<file path="src/design/i2cm_pkg.sv">
// Shared types and constants for the I2C master transaction engine.
// No dependencies; imported by i2cm_front, i2cm_engine and the top level.
package i2cm_pkg;

  // Command codes on the input channel
  localparam logic [1:0] CMD_TICK   = 2'd0;
  localparam logic [1:0] CMD_BEGIN  = 2'd1;
  localparam logic [1:0] CMD_SUPPLY = 2'd2;

  // Bit positions inside the line drive register
  localparam int DRV_SCL = 0;
  localparam int DRV_SDA = 1;

  localparam int QUEUE_DEPTH = 2;

  typedef enum logic [1:0] {
    KIND_TICK,
    KIND_BEGIN,
    KIND_SUPPLY,
    KIND_NONE
  } cmd_kind_t;

  typedef enum logic [4:0] {
    PH_IDLE     = 5'd0,
    PH_ST_WAIT  = 5'd1,
    PH_ST_D1    = 5'd2,
    PH_ST_D2    = 5'd3,
    PH_TX_D1    = 5'd4,
    PH_TX_WAIT  = 5'd5,
    PH_TX_D2    = 5'd6,
    PH_ACK_D1   = 5'd7,
    PH_ACK_WAIT = 5'd8,
    PH_ACK_D2   = 5'd9,
    PH_NEED     = 5'd10,
    PH_RX_D1    = 5'd11,
    PH_RX_WAIT  = 5'd12,
    PH_RX_D2    = 5'd13,
    PH_MA_D1    = 5'd14,
    PH_MA_WAIT  = 5'd15,
    PH_MA_D2    = 5'd16,
    PH_SP_D1    = 5'd17,
    PH_SP_WAIT  = 5'd18,
    PH_SP_D2    = 5'd19,
    PH_SP_D3    = 5'd20
  } phase_t;

  // One classified transaction as it waits in the queue (length kept apart)
  typedef struct packed {
    cmd_kind_t   kind;
    logic        is_read;
    logic [6:0]  addr7;
    logic [7:0]  data_byte;
    logic        scl_in;
    logic        sda_in;
  } cmd_entry_t;

endpackage

</file>
<file path="src/design/i2cm_front.sv">
// Front end: classifies incoming transactions and holds them in a two-entry queue.
// Depends on i2cm_pkg.
module i2cm_front #(
  parameter int LEN_BITS = 8
) (
  input  logic                  clk,
  input  logic                  rst_n,
  input  logic                  in_valid,
  output logic                  in_stall,
  input  logic [1:0]            in_cmd,
  input  logic                  in_is_read,
  input  logic [6:0]            in_addr7,
  input  logic [LEN_BITS-1:0]   in_length,
  input  logic [7:0]            in_data_byte,
  input  logic                  in_scl_in,
  input  logic                  in_sda_in,
  output logic                  q_avail,
  output i2cm_pkg::cmd_entry_t  q_entry,
  output logic [LEN_BITS-1:0]   q_length,
  input  logic                  q_pop
);
  import i2cm_pkg::*;

  cmd_entry_t          mem_entry [QUEUE_DEPTH];
  logic [LEN_BITS-1:0] mem_length [QUEUE_DEPTH];
  logic                wr_ptr_r, wr_ptr_nxt;
  logic                rd_ptr_r, rd_ptr_nxt;
  logic [1:0]          count_r, count_nxt;
  logic                push;
  cmd_entry_t          new_entry;

  assign in_stall = (count_r == 2'(QUEUE_DEPTH));
  assign push     = in_valid && !in_stall;
  assign q_avail  = (count_r != 2'd0);
  assign q_entry  = mem_entry[rd_ptr_r];
  assign q_length = mem_length[rd_ptr_r];

  always_comb begin
    new_entry           = '0;
    new_entry.is_read   = in_is_read;
    new_entry.addr7     = in_addr7;
    new_entry.data_byte = in_data_byte;
    new_entry.scl_in    = in_scl_in;
    new_entry.sda_in    = in_sda_in;
    case (in_cmd)
      CMD_TICK:   new_entry.kind = KIND_TICK;
      CMD_BEGIN:  new_entry.kind = KIND_BEGIN;
      CMD_SUPPLY: new_entry.kind = KIND_SUPPLY;
      default:    new_entry.kind = KIND_NONE;
    endcase
  end

  always_comb begin
    wr_ptr_nxt = push ? ~wr_ptr_r : wr_ptr_r;
    rd_ptr_nxt = q_pop ? ~rd_ptr_r : rd_ptr_r;
    count_nxt  = count_r + 2'(push) - 2'(q_pop);
  end

  always_ff @(posedge clk) begin
    if (push) begin
      mem_entry[wr_ptr_r]  <= new_entry;
      mem_length[wr_ptr_r] <= in_length;
    end
  end

  always_ff @(posedge clk) begin
    if (!rst_n) begin
      wr_ptr_r <= 1'b0;
      rd_ptr_r <= 1'b0;
      count_r  <= 2'd0;
    end else begin
      wr_ptr_r <= wr_ptr_nxt;
      rd_ptr_r <= rd_ptr_nxt;
      count_r  <= count_nxt;
    end
  end

endmodule

</file>
<file path="src/design/i2cm_engine.sv">
// Back end: bus phase state machine, delay counter and registered result stage.
// Depends on i2cm_pkg; fed from i2cm_front.
module i2cm_engine #(
  parameter int LEN_BITS = 8
) (
  input  logic                  clk,
  input  logic                  rst_n,
  input  logic [15:0]           phase_ticks,
  input  logic                  q_avail,
  input  i2cm_pkg::cmd_entry_t  q_entry,
  input  logic [LEN_BITS-1:0]   q_length,
  output logic                  q_pop,
  output logic                  out_valid,
  input  logic                  out_stall,
  output logic                  out_scl_pull_low,
  output logic                  out_sda_pull_low,
  output logic                  out_need_byte,
  output logic                  out_read_valid,
  output logic [7:0]            out_read_data,
  output logic                  out_done_res,
  output logic                  out_success,
  output logic                  out_busy_res
);
  import i2cm_pkg::*;

  phase_t              phase_r, phase_nxt;
  logic [15:0]         delay_count_r, delay_count_nxt;
  logic [3:0]          bit_index_r, bit_index_nxt;
  logic [7:0]          shift_byte_r, shift_byte_nxt;
  logic [LEN_BITS-1:0] bytes_left_r, bytes_left_nxt;
  logic [6:0]          target_addr_r, target_addr_nxt;
  logic                read_mode_r, read_mode_nxt;
  logic [1:0]          line_drive_r, line_drive_nxt;
  logic                failed_r, failed_nxt;

  logic                out_valid_r;
  logic                scl_r, sda_r, need_r, rvalid_r, done_r, success_r, busy_r;
  logic [7:0]          rdata_r;

  logic                slot_free;
  logic                ev_valid, ev_done;
  logic [16:0]         cnt_inc;
  logic [15:0]         limit;
  logic                elapsed;
  logic [3:0]          bit_inc;
  logic [LEN_BITS-1:0] left_dec;
  logic [7:0]          rx_shift;

  assign slot_free = !out_valid_r || !out_stall;
  assign q_pop     = q_avail && slot_free;

  assign cnt_inc  = {1'b0, delay_count_r} + 17'd1;
  assign limit    = (phase_ticks == 16'd0) ? 16'd1 : phase_ticks;
  assign elapsed  = cnt_inc >= {1'b0, limit};
  assign bit_inc  = bit_index_r + 4'd1;
  assign left_dec = bytes_left_r - LEN_BITS'(1);
  assign rx_shift = {shift_byte_r[6:0], q_entry.sda_in};

  always_comb begin
    phase_nxt       = phase_r;
    delay_count_nxt = delay_count_r;
    bit_index_nxt   = bit_index_r;
    shift_byte_nxt  = shift_byte_r;
    bytes_left_nxt  = bytes_left_r;
    target_addr_nxt = target_addr_r;
    read_mode_nxt   = read_mode_r;
    line_drive_nxt  = line_drive_r;
    failed_nxt      = failed_r;
    ev_valid        = 1'b0;
    ev_done         = 1'b0;

    if (q_pop) begin
      case (q_entry.kind)
        KIND_BEGIN: begin
          if (phase_r == PH_IDLE) begin
            read_mode_nxt   = q_entry.is_read;
            target_addr_nxt = q_entry.addr7;
            bytes_left_nxt  = q_length;
            failed_nxt      = 1'b0;
            line_drive_nxt  = 2'b00;
            bit_index_nxt   = 4'd0;
            shift_byte_nxt  = 8'd0;
            phase_nxt       = PH_ST_WAIT;
            delay_count_nxt = 16'd0;
          end
        end
        KIND_SUPPLY: begin
          if (phase_r == PH_NEED) begin
            shift_byte_nxt          = q_entry.data_byte;
            bytes_left_nxt          = left_dec;
            bit_index_nxt           = 4'd0;
            line_drive_nxt[DRV_SDA] = !q_entry.data_byte[7];
            phase_nxt               = PH_TX_D1;
            delay_count_nxt         = 16'd0;
          end
        end
        KIND_TICK: begin
          case (phase_r)
            PH_ST_WAIT, PH_TX_WAIT, PH_ACK_WAIT, PH_RX_WAIT, PH_MA_WAIT,
            PH_SP_WAIT: begin
              if (q_entry.scl_in) begin
                delay_count_nxt = 16'd0;
                case (phase_r)
                  PH_ST_WAIT:  phase_nxt = PH_ST_D1;
                  PH_TX_WAIT:  phase_nxt = PH_TX_D2;
                  PH_ACK_WAIT: phase_nxt = PH_ACK_D2;
                  PH_RX_WAIT:  phase_nxt = PH_RX_D2;
                  PH_MA_WAIT:  phase_nxt = PH_MA_D2;
                  default:     phase_nxt = PH_SP_D2;
                endcase
              end
            end
            PH_ST_D1, PH_ST_D2, PH_TX_D1, PH_TX_D2, PH_ACK_D1, PH_ACK_D2,
            PH_RX_D1, PH_RX_D2, PH_MA_D1, PH_MA_D2, PH_SP_D1, PH_SP_D2,
            PH_SP_D3: begin
              // every expiring delay moves to a new phase, so the count restarts
              delay_count_nxt = elapsed ? 16'd0 : cnt_inc[15:0];
              if (elapsed) begin
                case (phase_r)
                  PH_ST_D1: begin
                    line_drive_nxt[DRV_SDA] = 1'b1;
                    phase_nxt               = PH_ST_D2;
                  end
                  PH_ST_D2: begin
                    line_drive_nxt[DRV_SCL] = 1'b1;
                    shift_byte_nxt          = {target_addr_r, read_mode_r};
                    bit_index_nxt           = 4'd0;
                    line_drive_nxt[DRV_SDA] = !target_addr_r[6];
                    phase_nxt               = PH_TX_D1;
                  end
                  PH_TX_D1, PH_ACK_D1, PH_RX_D1, PH_MA_D1, PH_SP_D1: begin
                    line_drive_nxt[DRV_SCL] = 1'b0;
                    case (phase_r)
                      PH_TX_D1:  phase_nxt = PH_TX_WAIT;
                      PH_ACK_D1: phase_nxt = PH_ACK_WAIT;
                      PH_RX_D1:  phase_nxt = PH_RX_WAIT;
                      PH_MA_D1:  phase_nxt = PH_MA_WAIT;
                      default:   phase_nxt = PH_SP_WAIT;
                    endcase
                  end
                  PH_TX_D2: begin
                    line_drive_nxt[DRV_SCL] = 1'b1;
                    bit_index_nxt           = bit_inc;
                    if (bit_inc < 4'd8) begin
                      line_drive_nxt[DRV_SDA] = !shift_byte_r[3'd7 - bit_inc[2:0]];
                      phase_nxt               = PH_TX_D1;
                    end else begin
                      line_drive_nxt[DRV_SDA] = 1'b0;
                      phase_nxt               = PH_ACK_D1;
                    end
                  end
                  PH_ACK_D2: begin
                    line_drive_nxt[DRV_SCL] = 1'b1;
                    if (q_entry.sda_in) begin
                      // NAK from the device: abandon with a stop
                      failed_nxt              = 1'b1;
                      line_drive_nxt[DRV_SDA] = 1'b1;
                      phase_nxt               = PH_SP_D1;
                    end else if (bytes_left_r == '0) begin
                      line_drive_nxt[DRV_SDA] = 1'b1;
                      phase_nxt               = PH_SP_D1;
                    end else if (read_mode_r) begin
                      line_drive_nxt[DRV_SDA] = 1'b0;
                      bit_index_nxt           = 4'd0;
                      shift_byte_nxt          = 8'd0;
                      phase_nxt               = PH_RX_D1;
                    end else begin
                      phase_nxt = PH_NEED;
                    end
                  end
                  PH_RX_D2: begin
                    shift_byte_nxt          = rx_shift;
                    line_drive_nxt[DRV_SCL] = 1'b1;
                    bit_index_nxt           = bit_inc;
                    if (bit_inc < 4'd8) begin
                      phase_nxt = PH_RX_D1;
                    end else begin
                      bytes_left_nxt          = left_dec;
                      ev_valid                = 1'b1;
                      // master ACK unless this was the last byte
                      line_drive_nxt[DRV_SDA] = (left_dec != '0);
                      phase_nxt               = PH_MA_D1;
                    end
                  end
                  PH_MA_D2: begin
                    line_drive_nxt[DRV_SCL] = 1'b1;
                    if (bytes_left_r == '0) begin
                      line_drive_nxt[DRV_SDA] = 1'b1;
                      phase_nxt               = PH_SP_D1;
                    end else begin
                      line_drive_nxt[DRV_SDA] = 1'b0;
                      bit_index_nxt           = 4'd0;
                      shift_byte_nxt          = 8'd0;
                      phase_nxt               = PH_RX_D1;
                    end
                  end
                  PH_SP_D2: begin
                    line_drive_nxt[DRV_SDA] = 1'b0;
                    phase_nxt               = PH_SP_D3;
                  end
                  default: begin
                    ev_done   = 1'b1;
                    phase_nxt = PH_IDLE;
                  end
                endcase
              end
            end
            default: ;
          endcase
        end
        default: ;
      endcase
    end
  end

  always_ff @(posedge clk) begin
    if (!rst_n) begin
      phase_r       <= PH_IDLE;
      delay_count_r <= 16'd0;
      bit_index_r   <= 4'd0;
      shift_byte_r  <= 8'd0;
      bytes_left_r  <= '0;
      target_addr_r <= 7'd0;
      read_mode_r   <= 1'b0;
      line_drive_r  <= 2'b00;
      failed_r      <= 1'b0;
      out_valid_r   <= 1'b0;
    end else begin
      phase_r       <= phase_nxt;
      delay_count_r <= delay_count_nxt;
      bit_index_r   <= bit_index_nxt;
      shift_byte_r  <= shift_byte_nxt;
      bytes_left_r  <= bytes_left_nxt;
      target_addr_r <= target_addr_nxt;
      read_mode_r   <= read_mode_nxt;
      line_drive_r  <= line_drive_nxt;
      failed_r      <= failed_nxt;
      if (slot_free) out_valid_r <= q_avail;
    end
  end

  // result payload, loaded whenever a transaction is taken from the queue
  always_ff @(posedge clk) begin
    if (q_pop) begin
      scl_r     <= line_drive_nxt[DRV_SCL];
      sda_r     <= line_drive_nxt[DRV_SDA];
      need_r    <= (phase_nxt == PH_NEED);
      rvalid_r  <= ev_valid;
      rdata_r   <= ev_valid ? shift_byte_nxt : 8'd0;
      done_r    <= ev_done;
      success_r <= ev_done && !failed_nxt;
      busy_r    <= (phase_nxt != PH_IDLE);
    end
  end

  assign out_valid        = out_valid_r;
  assign out_scl_pull_low = scl_r;
  assign out_sda_pull_low = sda_r;
  assign out_need_byte    = need_r;
  assign out_read_valid   = rvalid_r;
  assign out_read_data    = rdata_r;
  assign out_done_res     = done_r;
  assign out_success      = success_r;
  assign out_busy_res     = busy_r;

  // a pending result always reflects the phase the engine now sits in
  a_rvalid_phase: assert property (@(posedge clk) disable iff (!rst_n)
    (out_valid_r && rvalid_r) |-> (phase_r == PH_MA_D1))
    else $error("read byte result outside master ACK phase");

  a_done_idle: assert property (@(posedge clk) disable iff (!rst_n)
    (out_valid_r && done_r) |-> (phase_r == PH_IDLE && !busy_r))
    else $error("done result while engine not idle");

  a_success_done: assert property (@(posedge clk) disable iff (!rst_n)
    (out_valid_r && success_r) |-> done_r)
    else $error("success without done");

  a_need_phase: assert property (@(posedge clk) disable iff (!rst_n)
    out_valid_r |-> (need_r == (phase_r == PH_NEED)))
    else $error("need_byte disagrees with engine phase");

endmodule

</file>
<file path="src/design/i2c_master_transaction_engine_top.sv">
// I2C master transaction engine, top level: classifier queue plus bus engine.
// Depends on i2cm_pkg, i2cm_front and i2cm_engine.
//
// Usage: every transaction on the in_ channel (tick with sampled pins, begin,
// or supply write byte) yields exactly one result on the out_ channel, in order,
// carrying the open-drain pull-low levels and the status flags after that step.
// Both channels use valid/stall; a transaction moves when valid is high and
// stall is low. cfg_we writes cfg_wdata into phase_ticks, the tick count of
// each delay phase; write it only while the block is idle.
// Order: the queue captures a transaction on the accepting edge; the engine's result
// register loads its result when it is popped, which waits while a result stalls.
// Throughput: one transaction per clock while out_stall is low, set by the phase state
// machine and delay counter step in the engine.
// Reset (rst_n low, synchronous): queue empty, engine idle with both lines
// released, phase_ticks back to 500.
// Receiver stall: the result register holds, the engine pauses, the queue
// fills and in_stall rises once both entries are occupied.
module i2c_master_transaction_engine_top #(
  parameter int LEN_BITS = 8
) (
  input  logic                clk,
  input  logic                rst_n,
  input  logic                cfg_we,
  input  logic [15:0]         cfg_wdata,
  input  logic                in_valid,
  output logic                in_stall,
  input  logic [1:0]          in_cmd,
  input  logic                in_is_read,
  input  logic [6:0]          in_addr7,
  input  logic [LEN_BITS-1:0] in_length,
  input  logic [7:0]          in_data_byte,
  input  logic                in_scl_in,
  input  logic                in_sda_in,
  output logic                out_valid,
  input  logic                out_stall,
  output logic                out_scl_pull_low,
  output logic                out_sda_pull_low,
  output logic                out_need_byte,
  output logic                out_read_valid,
  output logic [7:0]          out_read_data,
  output logic                out_done_res,
  output logic                out_success,
  output logic                out_busy_res
);
  import i2cm_pkg::*;

  logic [15:0]         phase_ticks_r;
  logic                q_avail, q_pop;
  cmd_entry_t          q_entry;
  logic [LEN_BITS-1:0] q_length;

  always_ff @(posedge clk) begin
    if (!rst_n) begin
      phase_ticks_r <= 16'd500;
    end else if (cfg_we) begin
      phase_ticks_r <= cfg_wdata;
    end
  end

  i2cm_front #(.LEN_BITS(LEN_BITS)) u_front (
    .clk          (clk),
    .rst_n        (rst_n),
    .in_valid     (in_valid),
    .in_stall     (in_stall),
    .in_cmd       (in_cmd),
    .in_is_read   (in_is_read),
    .in_addr7     (in_addr7),
    .in_length    (in_length),
    .in_data_byte (in_data_byte),
    .in_scl_in    (in_scl_in),
    .in_sda_in    (in_sda_in),
    .q_avail      (q_avail),
    .q_entry      (q_entry),
    .q_length     (q_length),
    .q_pop        (q_pop)
  );

  i2cm_engine #(.LEN_BITS(LEN_BITS)) u_engine (
    .clk              (clk),
    .rst_n            (rst_n),
    .phase_ticks      (phase_ticks_r),
    .q_avail          (q_avail),
    .q_entry          (q_entry),
    .q_length         (q_length),
    .q_pop            (q_pop),
    .out_valid        (out_valid),
    .out_stall        (out_stall),
    .out_scl_pull_low (out_scl_pull_low),
    .out_sda_pull_low (out_sda_pull_low),
    .out_need_byte    (out_need_byte),
    .out_read_valid   (out_read_valid),
    .out_read_data    (out_read_data),
    .out_done_res     (out_done_res),
    .out_success      (out_success),
    .out_busy_res     (out_busy_res)
  );

endmodule

</file>
<file path="config.mk">
export PLATFORM = sky130hd
export DESIGN_NAME = i2c_master_transaction_engine_top
export DESIGN_NICKNAME = d
export VERILOG_FILES = /design/src/design/i2cm_pkg.sv /design/src/design/i2cm_front.sv /design/src/design/i2cm_engine.sv /design/src/design/i2c_master_transaction_engine_top.sv
export SDC_FILE = /design/constraint.sdc
export NUM_CORES = 1
export LEC_CHECK = 0
export ABC_CLOCK_PERIOD_IN_PS = 4370
export BUFFER_PORTS_ARGS = -buffer_cell sky130_fd_sc_hd__buf_2
export CAP_MARGIN = 20
export CORE_MARGIN = 2
export CORE_UTILIZATION = 60
export DETAILED_ROUTE_END_ITERATION = 8
export PLACE_DENSITY = 0.8
export SETUP_SLACK_MARGIN = 0.02
export SLEW_MARGIN = 20
export SYNTH_ARGS = -nofsm -noshare
export SYNTH_HDL_FRONTEND = slang
export SYNTH_SLANG_ARGS = --single-unit
</file>
<file path="constraint.sdc">
create_clock -name clk -period 4.37 [get_ports clk]
set_input_delay 0.2185 -clock clk [delete_from_list [all_inputs] [get_ports clk]]
set_output_delay 0.2185 -clock clk [all_outputs]
set_load 0.01 [all_outputs]
</file>
=== Word level (Yosys, flattened, before mapping) ===
Memory sizes are Yosys's and may differ from the RTL's. A register that Yosys moved wholly into a read port is not among the register bits.
Cells that the tools add are included.

* Register bits: 88
* Bits in writable memories: 56
* Bits of input ports: 49
* Output and inout bits: 17
* Word-level logic and storage cells: 197
* Memories: 2

* Add/subtract/negate cells: 6
* $lt $le $gt $ge: 3
* Equality and inequality tests: 39
* Muxes and demuxes: 93
* Bitwise operators: 2
* Reductions and logical operators: 30

{| class="wikitable"
|+ Memory list
! memory !! depth !! bits a word !! read ports !! clocked after memory_dff !! wr ports !! RTL line !! text
|-
| u_front.mem_entry || 2 || 20 || 1 || 1 || 1 || i2cm_front.sv:24 || <nowiki>cmd_entry_t mem_entry [QUEUE_DEPTH];</nowiki>
|-
| u_front.mem_length || 2 || 8 || 1 || 1 || 1 || i2cm_front.sv:25 || <nowiki>logic [LEN_BITS-1:0] mem_length [QUEUE_DEPTH];</nowiki>
|}

{| class="wikitable"
|+ Operators by type and width
! cell !! count
|-
| 2-to-1 mux 8 bit || 15
|-
| 2-to-1 mux 16 bit || 5
|-
| case mux 16 bit (3 select lines) || 1
|-
| case mux 8 bit (3 select lines) || 2
|-
| == test 5 x 4 -> 1 bit (second input constant) || 9
|-
| 2-to-1 mux 5 bit || 8
|-
| case mux 5 bit (8 select lines) || 1
|-
| 2-to-1 mux 1 bit || 32
|-
| 2-to-1 mux 4 bit || 8
|-
| case mux 16 bit (2 select lines) || 1
|-
| case mux 8 bit (4 select lines) || 1
|-
| == test 5 bit (second input constant) || 5
|-
| case mux 5 bit (5 select lines) || 1
|-
| == test 5 x 3 -> 1 bit (second input constant) || 4
|-
| case mux 5 bit (4 select lines) || 1
|-
| adder 16 x 1 -> 17 bit (second input constant) || 1
|-
| >= comparator 17 x 16 -> 1 bit || 1
|-
| zero test 16 bit || 1
|-
| case mux 4 bit (4 select lines) || 1
|-
| != test 3 bit (second input constant) || 5
|-
| case mux 5 bit (3 select lines) || 1
|-
| OR reduction 13 bit || 1
|-
| case mux 4 bit (3 select lines) || 1
|-
| OR reduction 12 bit || 1
|-
| 41 further kinds || 66
|}

=== Depth between registers and ports, before layout ===
Gate-level depths: netlist (run 1).

* Depth after elaboration: 11
* Gate-level depth with buffers: 16
* Mapped depth without buffers: 15

=== Hierarchy ===
Synthesis (run 1) repeated with hierarchy kept, for this count alone.

* Cell total of the unflattened synthesis: 761
* Area, all modules: 7691.1 µm²

{| class="wikitable"
|+ Modules (own cells, without submodules)
! module !! instances !! cells each !! area an instance (µm²) !! seq. area each (µm²)
|-
| i2cm_engine || 1 || 595 || 4730.8 || 1511.4
|-
| i2cm_front || 1 || 115 || 2359.8 || 1781.7
|-
| i2c_master_transaction_engine_top || 1 || 51 || 600.6 || 320.3
|}

=== Worst setup path after synthesis (run 1) ===
OpenSTA, ideal clock, no wires.

* Kind: register -> register
* Start: reg u_engine.delay_count_r[0]
* End: reg u_engine.rdata_r[1] (netlist: u_engine.out_read_data[1]) (data pin)
* Library setup time: 255 ps
* Arrival time: 3440 ps
* Required time: 4115 ps
* Path slack: 675 ps
* Stages on the path, launching flop included: 16
* Path buffers: 0
* Clock period less this slack: 3695 ps
* Cell sequence: dfxtp_1 -> ha_1 -> nand3_1 -> nor3_1 -> nand3_1 -> nor2_1 -> xor2_1 -> ha_1 -> nand3_1 -> nor3_1 -> o22a_1 -> o31a_1 -> o211ai_1 -> o22ai_1 -> a21o_1 -> and2_1

* Word-level cells in the longest chain between the ends: 6
* Elaborated cells between the ends (all ways): 10
* Those cells by class: 1 x add/sub; 1 x order compare; 8 x mux

{| class="wikitable"
|+ RTL lines
! element !! RTL line !! text
|-
| start: declaration || i2cm_engine.sv:27 || <nowiki>logic [15:0] delay_count_r, delay_count_nxt;</nowiki>
|-
| start signal: assignment || i2cm_engine.sv:230 || <nowiki>delay_count_r <= delay_count_nxt;</nowiki>
|-
| adder 16 x 1 -> 17 bit (*) || i2cm_engine.sv:52 || <nowiki>assign cnt_inc = {1'b0, delay_count_r} + 17'd1;</nowiki>
|-
| >= comparator 17 x 16 -> 1 bit (*) || i2cm_engine.sv:54 || <nowiki>assign elapsed = cnt_inc >= {1'b0, limit};</nowiki>
|-
| 2-to-1 mux 8 bit or 2-to-1 mux 1 bit (tied branches) || i2cm_engine.sv:118 || <nowiki>if (elapsed) begin</nowiki>
|-
| 2-to-1 mux 8 bit or 2-to-1 mux 1 bit (tied branches) || i2cm_engine.sv:98 || <nowiki>case (phase_r)</nowiki>
|-
| case mux 8 bit (3 select lines) or 2-to-1 mux 1 bit (tied branches) || i2cm_engine.sv:73 || <nowiki>case (q_entry.kind)</nowiki>
|-
| 2-to-1 mux 8 bit or 2-to-1 mux 1 bit (tied branches) || i2cm_engine.sv:72 || <nowiki>if (q_pop) begin</nowiki>
|-
| end signal: assignment || i2cm_engine.sv:249 || <nowiki>rdata_r <= ev_valid ? shift_byte_nxt : 8'd0;</nowiki>
|-
| end: declaration || i2cm_engine.sv:38 || <nowiki>logic [7:0] rdata_r;</nowiki>
|}

Every way passes the cells marked *; elsewhere a longest branch is shown, timed or not.
A chain may end at the register's enable or synchronous reset.

=== Worst setup path in the final report (run 1) ===
* Start: reg u_engine.delay_count_r[0]
* End: reg u_engine.bytes_left_r[5]

* Word-level cells in the longest chain between the ends: 4

{| class="wikitable"
|+ RTL lines
! element !! RTL line !! text
|-
| adder 16 x 1 -> 17 bit || i2cm_engine.sv:52 ||
|-
| >= comparator 17 x 16 -> 1 bit || i2cm_engine.sv:54 ||
|-
| != test 2 x 1 -> 1 bit (no line) || - ||
|-
| AND reduction 8 bit (no line) || - ||
|-
| end signal: assignment || i2cm_engine.sv:233 || <nowiki>bytes_left_r <= bytes_left_nxt;</nowiki>
|-
| end: declaration || i2cm_engine.sv:30 || <nowiki>logic [LEN_BITS-1:0] bytes_left_r, bytes_left_nxt;</nowiki>
|}

Every way passes these cells.

==> results.toml, run 1 <==
[detailed_routing]
drt-initial-drc-count = 771
ant_nets = 0
via_per_inst = 6.24
drc_errors = 0
via_count = 6547
firstDrtPassIters = 8
routedWlPerCell_um = 19.6
wirelength_um = 20600

[sta]
fin_crit_ns = 4.13
setup_violations = 0
min_period_over_period_pct = 94.5
drv_slew = 0
fmax_ghz = 0.242
max_slew.worst_pin.slew_ns = 1.03
final.setup.tns_ns = 0
grt_setup_unrepaired = "no"
relSlewSlack_pct = 31.2
finalHoldViolCount = 0
worst_slack_ns = 0.241
skew_ns = 0.00756

[placed_design]
dp_slack_ns = 0.302
placed_area_sq_um = 8120
numPortBuffers = 65
place_hpwl_um = 13600
routabilityCongestion = 0.986

[synthesis]
yosys.area.top_type = "edfxtp_1"
netlist_area_sq_um = 7650
synth.net_count = 858
ys.warnings.count = 0
synth_area_leaders = "edfxtp_1 28%, dfxtp_1 19%, mux2i_1 5.0%"
syn_area_per_cell_sq_um = 9.79
synth_seq_cells = 145
synth-seq-area-share_pct = 47.2
netlist_instances = 782
synth_edf_count = 71
dominantRegCellSynth = "dfxtp_1"
async_flop_share_pct = 0
synth_top_area_share_pct = 27.9
ys_types = 80

[floorplanning]
die_y_um = 117
num_rows = 41
die_w_um = 117
ios = 66
dieArea_sq_um = 13700
core_sq_um = 12500
start_util_pct = 61.1

[cts]
clkSinkCount = 145
root_buffer = "clkbuf_16"
clk_path_buf_depth = 2
cts_setup_buffers = 0
cts_tree = "yes"
htree_num_levels = 4
clkSlewWorstSetupHoldPaths_ns = 0.06
clk_latency_ns = 0.44
cts_buffers = 17

[global_route]
grt_pass1_wl_um = 32100
antenna_found_initial = 0
overflow = 0
track_usage_pct = 31.2
grt_pass1_vias = 6172
grt_max_degree = 32

[worst_setup_path]
end_kind = "flip-flop"
path_max_fanout = 16
worstSetupPathType = "reg -> reg"
crit_required_ns = 4.71
cp-start-kind = "flip-flop"
arrival_ns = 4.47

[power_and_ir_drop]
vdd_drop_max_uv = 578
leakage_nw = 3.52
powerDensity_nw_per_um2 = 488
power_mw = 4.38

[finish]
multiInputGateArea_sq_um = 3740
final_cell_area_sq_um = 8970
antenna_cells = 0
final-seq-area_sq_um = 3610
drive_above_1_share_pct = 15.8
area_growth_pct = 17.2
nFillCells = 910
finalNetCount = 940

[job]
cap_violations = 0

[outcome]
status = "complete, no violations"

[hold_path]
hp-class = "in -> reg"
==> Yosys cell counts, types with 8 or more instances <==
cell	count
nor3_1	25
nor2_1	74
dfxtp_1	74
nor2b_1	8
a211oi_1	16
nand3_1	27
o22ai_1	14
inv_1	33
o21ai_0	31
xnor2_1	13
xor2_1	11
clkbuf_1	23
ha_1	27
nand2_1	55
buf_1	8
a22oi_1	17
and2_1	19
a21o_1	15
nor4_1	11
mux2i_1	38
buf_2	13
a21oi_1	32
o211ai_1	11
edfxtp_1	71
==> final timing paths <==
kind	to	cells past startpoint	start	slack (ns)
max	u_engine.bytes_left_r[5]$_SDFFE_PN0P_	15	u_engine.delay_count_r[0]$_SDFFE_PN0P_	0.24
min	phase_ticks_r[4]$_SDFFE_PN1P_	3	cfg_wdata[4]	0.006
max reg2reg	u_engine.bytes_left_r[5]$_SDFFE_PN0P_	15	u_engine.delay_count_r[0]$_SDFFE_PN0P_	0.24
min reg2reg	u_engine.bytes_left_r[1]$_SDFFE_PN0P_	2	u_engine.bytes_left_r[1]$_SDFFE_PN0P_	0.47
==> registers in the layout, indices dropped and copies added, names as in the netlist, 2 cells and up, named ones only <==
register / cells
u_front.mem_length: 16
u_engine.delay_count_r: 16
u_front.count_r: 2
phase_ticks_r: 16
u_engine.bit_index_r: 4
u_engine.out_read_data: 8
u_engine.target_addr_r: 7
u_engine.shift_byte_r: 8
u_engine.phase_r: 5
u_engine.bytes_left_r: 8
u_engine.line_drive_r: 2
u_front.mem_entry: 40
==> critical path: stages, from the launching register on <==
cell	delay, ns
dfxtp_1	0.43
ha_1	0.29
nand3_1	0.25
nor3_2	0.29
nand3_1	0.19
nor2_1	0.18
xor2_1	0.21
ha_1	0.28
nand3_1	0.11
nor3_1	0.06
o22a_1	0.22
o31a_1	0.37
or3_1	0.39
o211ai_2	0.29
o21ai_0	0.24
a21oi_1	0.22
==> stage by stage <==
stage | hold slack [ns] | std cells | util, %
finish | 0.00649 | 1049 | 71.7
global route | 0.0206 | 1049 | 71.7
CTS | 0.00896 | 1049 | 71.5
detailed placement | 0.410 | 989 | 64.9
global placement | 0.407 | 989 | 64.9
floorplan | 0.317 | 782 | -
==> cells by family after synthesis <==
logic type | Yosys count | synth area share [%]
AOI/OAI and AO/OA | 197 | 18.0
xor gates and xnor gates | 24 | 2.75
adders and majority gates | 27 | 4.41
buffers and inverters | 81 | 4.28
DFF | 145 | 47.2
muxes | 42 | 5.85
and+or+nand+nor | 266 | 17.5
==> repair_timing <==
action | 4_1_cts | 5_1_grt
hold buffers | 28 | 0
resized for setup | 0 | 5
endpoints found under the setup margin | 0 | 28
endpoints found under the hold margin | 56 | 0
==> layout by cell type (no fill, tap or decap), types with 5 or more instances in the layout <==
| cell | instances |
|---|---|
| xor2_1 | 11 |
| a211o_1 | 5 |
| nor3_1 | 24 |
| nand3_1 | 26 |
| nand2_1 | 55 |
| nand4_1 | 6 |
| and2_1 | 19 |
| xnor2_1 | 13 |
| dfxtp_1 | 74 |
| o21ai_0 | 31 |
| dlygate4sd3_1 | 28 |
| a211oi_1 | 16 |
| a21o_1 | 15 |
| o211ai_1 | 11 |
| o22ai_1 | 14 |
| nor4_1 | 11 |
| ha_1 | 27 |
| a21oi_1 | 32 |
| o31ai_1 | 5 |
| a31oi_1 | 6 |
| buf_2 | 65 |
| inv_1 | 32 |
| edfxtp_1 | 71 |
| clkbuf_16 | 17 |
| nor2b_1 | 8 |
| buf_4 | 16 |
| nor2_1 | 72 |
| nand2b_1 | 6 |
| a22oi_1 | 17 |
| mux2i_1 | 38 |
==> metal layers <==
metal | GRT usage [%] | wire length [um] | share of wire [%]
met1 | 41.9 | 8680 | 42
met2 | 48.8 | 9800 | 48
met3 | 8.34 | 1560 | 7.6
met4 | 11.6 | 555 | 2.7
met5 | 0 | 0 | 0
==> final cells by class <==
cell class | count | area share (%)
timing repair buffer | 109 | 8.09
tap | 172 | 2.40
inverter | 35 | 1.46
sequential | 145 | 40.3
clock inverter | 14 | 1.34
multi-input combinational | 556 | 41.7
clock buffer | 18 | 4.78
==> where the power goes <==
| part | switching (mW) | internal [mW] |
|---|---|---|
| clock network | 0.640 | 0.744 |
| registers | 0.128 | 1.66 |
| logic | 0.772 | 0.437 |
Note: power is estimated with default switching activity, not from simulation.
==> run 2, diff against run 1 <==
==> constraint.sdc (replaced) <==
create_clock -name clk -period 4.37 [get_ports clk]
set_input_delay 1.311 -clock clk [delete_from_list [all_inputs] [get_ports clk]]
set_output_delay 1.311 -clock clk [all_outputs]
set_load 0.01 [all_outputs]
==> run 2 against run 1 <==
Effect of this change: sequential cell count is the same; clock power increased by 6%; first-iteration DRC count is 22% higher; power increased by 0.46%; clock-buffer cell count is 1 lower; combinational power barely moved; utilization is 1.7 points lower; via count fell by 2.1%; final area decreased by 2.4%; largest power group unchanged.
==> results.toml, run 2 (synthesized netlist as in run 1, its figures left out) <==
[worst_setup_path]
r2r_end = "u_engine.out_busy_res$_DFFE_PP_"
arrival_ns = 4.20
cp-start-kind = "flip-flop"
cpMaxStageDelayCell = "dfxtp_1"
crit_required_ns = 4.54
r2r_cells = 15
slowest_delay_ns = 0.41
crit_chain = "ha_1 > nand3_1 > nor3_1 > nand3_1 > nor2_1 > xor2_1 > ha_1 > nand3_1 > nor3_1 > o22a_1 > o31ai_1 > a31o_2 > a221o_1 > a211oi_2 > nand3b_1"
cp_common_cell = "nand3_1"
path_max_fanout = 5
r2r-start = "u_engine.delay_count_r[0]$_SDFFE_PN0P_"
worstSetupPathType = "reg -> reg"
end_kind = "flip-flop"
ff2ff_setup_slack_ns = 0.33

[finish]
multiInputGateArea_sq_um = 3730
final-seq-area_sq_um = 3610
layout_common_cells = "74 x dfxtp_1, 72 x nor2_1, 71 x edfxtp_1, 65 x buf_2, 55 x nand2_1"
nFillCells = 950
drive_above_1_share_pct = 16.7
largest_register_ffs = 40
finalNetCount = 915
area_growth_pct = 14.4
antenna_cells = 0
final_common_cell = "dfxtp_1"
regMostFlops = "u_front.mem_entry"

[floorplanning]
core_sq_um = 12500
num_rows = 41
ios = 66
die_w_um = 117
start_util_pct = 61.1
die_y_um = 117
dieArea_sq_um = 13700

[global_route]
grt_pass1_vias = 5881
antenna_found_initial = 0
grt_max_degree = 29
overflow = 0
grt_pass1_wl_um = 30600
track_usage_pct = 29.5

[detailed_routing]
routedWlPerCell_um = 18.9
drt-initial-drc-count = 940
drc_errors = 0
firstDrtPassIters = 6
ant_nets = 0
wirelength_um = 19300
via_per_inst = 6.26
via_count = 6409

[sta]
min_period_over_period_pct = 92.4
finalHoldViolCount = 0
drv_slew = 0
relSlewSlack_pct = 35.0
holdWs_ns = 0.461
fmax_ghz = 0.248
setup_violations = 0
max_slew.worst_pin.slew_ns = 0.947
skew_ns = 0.00957
final.setup.tns_ns = 0
fin_crit_ns = 4.04
grt_setup_unrepaired = "yes"

[placed_design]
numPortBuffers = 65
routabilityCongestion = 0.968
place_hpwl_um = 13900

[cts]
clk_latency_ns = 0.43
clkSinkCount = 145
cts_setup_buffers = 0
htree_num_levels = 4
cts-resized-gates = 0
clkSlewWorstSetupHoldPaths_ns = 0.07
cts_tree = "yes"
cts_buffers = 17
postCtsHoldBufs = 0
clk_path_buf_depth = 2
root_buffer = "clkbuf_16"

[hold_path]
hold_path_depth = 2
whs_endpoint = "u_engine.failed_r$_SDFF_PN0_"
hold_start = "u_engine.failed_r$_SDFF_PN0_"
hp-class = "reg -> reg"

[power_and_ir_drop]
seqPwrFrac_pct = 39.9
vdd_drop_max_uv = 596
switching_share_pct = 34.2
p_switching_mw = 1.50
powerDensity_nw_per_um2 = 502
intPower_mw = 2.90
clockPowerShare_pct = 33.1
leakage_nw = 3.45
p_comb_share_pct = 26.9

[job]
cap_violations = 0

[outcome]
status = "complete, no violations"
run 2: power groups by stage:
stage	registers, mW	clock network [mW]	logic, mW
floorplan	1.78	0	0.790
global placement	1.78	0	1.13
detailed placement	1.79	0	1.16
CTS	1.76	1.48	1.17
global route	1.78	1.53	1.30
finish	1.76	1.46	1.18
run 2: metrics by stage:
step	util (%)	setup WS [ns]	area (sq um)	std cells	total power, mW
after global placement	65.1	0.448	8140	992	2.91
after detailed placement	65.1	0.360	8140	992	2.95
final	70.0	0.331	8760	1024	4.40
after global routing	70.0	0.00441	8760	1024	4.61
after floorplan	-	0.675	7650	782	2.57
after CTS	69.8	0.326	8740	1024	4.41
run 2: layout make-up:
cell class / instances / area share (%)
multi-input combinational: 556 / 42.7
clock inverter: 15 / 1.91
timing repair buffer: 84 / 5.34
sequential: 145 / 41.3
clock buffer: 17 / 4.86
tap: 172 / 2.46
inverter: 35 / 1.50
run 2: routing by layer:
layer,track usage (%),share of wire (%),vias to the layer above
met5,0,0,-
met4,9.02,1.8,0
met3,6.90,7.8,28
met2,45.2,47,296
met1,42.0,44,3052
li1,-,-,3033
run 2: critical path, delay by kind of cell, from the launching register on:
kind | cells | cell delay [ns]
AO/OA/AOI/OAI | 5 | 1.40
flip-flops | 1 | 0.41
AND/OR/NAND/NOR | 7 | 1.31
XOR/XNOR | 1 | 0.11
adder cells (fa/ha/maj) | 2 | 0.57
run 2: worst max-delay path by stage:
stage / start / endpoint / slack, ns / cells after the start
finish: u_engine.delay_count_r[0]$_SDFFE_PN0P_ / u_engine.out_busy_res$_DFFE_PP_ / 0.33 / 15
global route: u_engine.delay_count_r[0]$_SDFFE_PN0P_ / u_engine.out_busy_res$_DFFE_PP_ / 0.004 / 15
CTS: u_engine.delay_count_r[0]$_SDFFE_PN0P_ / u_engine.out_read_data[4]$_SDFFCE_PN0P_ / 0.33 / 15
detailed placement: u_engine.delay_count_r[2]$_SDFFE_PN0P_ / u_engine.out_busy_res$_DFFE_PP_ / 0.36 / 14
global placement: u_engine.delay_count_r[2]$_SDFFE_PN0P_ / u_engine.out_busy_res$_DFFE_PP_ / 0.45 / 14
floorplan: u_engine.delay_count_r[0]$_SDFFE_PN0P_ / u_engine.out_read_data[1]$_SDFFCE_PN0P_ / 0.68 / 15
==> run 3, diff against run 2 <==
==> constraint.sdc (replaced) <==
create_clock -name clk -period 4.37 [get_ports clk]
set_input_delay 0.6555 -clock clk [delete_from_list [all_inputs] [get_ports clk]]
set_output_delay 0.6555 -clock clk [all_outputs]
set_load 0.01 [all_outputs]
==> run 3 against run 2 <==
Effect of this change: clock-buffer cell count increased by 3; sequential power about the same; critical path depth unchanged; die area unchanged; clock skew decreased by 0.00064 ns; critical endpoint unchanged; largest cell class unchanged.
==> results.toml, run 3 (synthesized netlist as in run 1, its figures left out) <==
[outcome]
status = "complete, no violations"

[detailed_routing]
via_count = 6399
ant_nets = 0
via_per_inst = 6.26
drc_errors = 0
routedWlPerCell_um = 19.0
wirelength_um = 19400
drt-initial-drc-count = 755
firstDrtPassIters = 5

[power_and_ir_drop]
powerDensity_nw_per_um2 = 496
power_mw = 4.33
vdd_drop_max_uv = 338
leakage_nw = 3.42

[cts]
htree_num_levels = 4
root_buffer = "clkbuf_16"
clkSinkCount = 145
cts_buffers = 17
clk_latency_ns = 0.42
clk_path_buf_depth = 2
cts_tree = "yes"
clkSlewWorstSetupHoldPaths_ns = 0.06

[finish]
regMostFlops = "u_front.mem_entry"
nFillCells = 966
drive_above_1_share_pct = 16.9
fin_cells = 1022
largest_register_ffs = 40
final_common_cell = "dfxtp_1"
layout_common_cells = "74 x dfxtp_1, 72 x nor2_1, 71 x edfxtp_1, 65 x buf_2, 55 x nand2_1"
finalNetCount = 914
area_growth_pct = 14.1
antenna_cells = 0

[floorplanning]
die_w_um = 117
dieArea_sq_um = 13700
num_rows = 41
die_y_um = 117
start_util_pct = 61.1
ios = 66
core_sq_um = 12500

[worst_setup_path]
r2r_end = "u_engine.out_busy_res$_DFFE_PP_"
end_kind = "flip-flop"
cp-start-kind = "flip-flop"
path_max_fanout = 5
cp-endpoint = "u_engine.out_busy_res$_DFFE_PP_"
r2r_cells = 15
ff2ff_setup_slack_ns = 0.36
arrival_ns = 4.17
worstSetupPathType = "reg -> reg"
cp-startpoint = "u_engine.delay_count_r[0]$_SDFFE_PN0P_"
r2r-start = "u_engine.delay_count_r[0]$_SDFFE_PN0P_"
crit_required_ns = 4.53

[sta]
relSlewSlack_pct = 27.5
final.setup.tns_ns = 0
grt_setup_unrepaired = "no"
max_slew.worst_pin.slew_ns = 1.06
min_period_over_period_pct = 91.7
holdWs_ns = 0.419
fin_crit_ns = 4.01
drv_slew = 0
finalHoldViolCount = 0
worst_slack_ns = 0.361
setup_violations = 0
skew_ns = 0.00893
fmax_ghz = 0.249

[global_route]
overflow = 0
antenna_found_initial = 0
grt_pass1_wl_um = 30800
grt_max_degree = 35
track_usage_pct = 29.5
grt_pass1_vias = 5951

[placed_design]
routabilityCongestion = 1.02
dp_slack_ns = 0.357
place_hpwl_um = 13800
numPortBuffers = 65
dp_cells = 991

[hold_path]
hp-class = "in -> reg"

[job]
cap_violations = 0
[run 3: power by group]
group | internal (mW) | leakage [nW] | switching [mW]
Clock | 0.767 | 0.262 | 0.603
Sequential | 1.66 | 1.27 | 0.118
Combinational | 0.427 | 1.89 | 0.754
Total | 2.85 | 3.42 | 1.47
[run 3: per-stage QoR]
stage          utilization (%)  instance area (sq um)
3_5_place_dp              65.0                   8140
3_3_place_gp              65.0                   8140
2_1_floorplan                -                   7650
6_report                  69.8                   8730
5_1_grt                   69.8                   8730
4_1_cts                   69.4                   8690
[run 3: critical path: stages (launching register included)]
cell      delay, ns
dfxtp_1        0.41
ha_1           0.26
nand3_1        0.22
nor3_2         0.26
nand3_1        0.19
nor2_1         0.17
xor2_1         0.24
ha_1           0.20
nand3_1        0.11
nor3_1         0.19
o22a_1         0.23
o31ai_2        0.12
a31o_2         0.28
a221o_1        0.40
a211oi_2       0.35
nand3b_1       0.12
[run 3: area by class of cell]
| type | count | area (sq um) | area share, % |
|---|---|---|---|
| inverter | 35 | 131 | 1.50 |
| multi-input combinational | 556 | 3760 | 43.0 |
| clock inverter | 11 | 95.1 | 1.09 |
| sequential | 145 | 3610 | 41.4 |
| clock buffer | 20 | 457 | 5.23 |
| timing repair buffer | 83 | 460 | 5.27 |
| tap | 172 | 215 | 2.46 |
[run 3: worst min-delay path by stage]
stage,startpoint,endpoint,slack (ns),cells past startpoint
after global routing,in_length[0],u_front.mem_length[0][0]$_DFFE_PP_,0.41,1
after global placement,u_engine.failed_r$_SDFF_PN0_,u_engine.failed_r$_SDFF_PN0_,0.45,2
final,in_length[0],u_front.mem_length[0][0]$_DFFE_PP_,0.42,1
after floorplan,u_engine.failed_r$_SDFF_PN0_,u_engine.failed_r$_SDFF_PN0_,0.43,2
after CTS,in_addr7[2],u_front.mem_entry[0][12]$_DFFE_PP_,0.41,1
after detailed placement,u_engine.failed_r$_SDFF_PN0_,u_engine.failed_r$_SDFF_PN0_,0.46,2
[run 3: per-layer routing]
metal	up-vias	routed length, um	track usage [%]
met3	42	1510	7.47
met2	287	8920	45.0
met1	3046	8560	41.6
li1	3024	-	-
met4	0	423	9.80
met5	-	0	0
[run 3: repair_timing]
item	CTS	global route
hold endpoints to repair	0	0
gates resized for setup	0	8
setup endpoints to repair	0	27
setup buffers	0	0
hold buffers	0	0
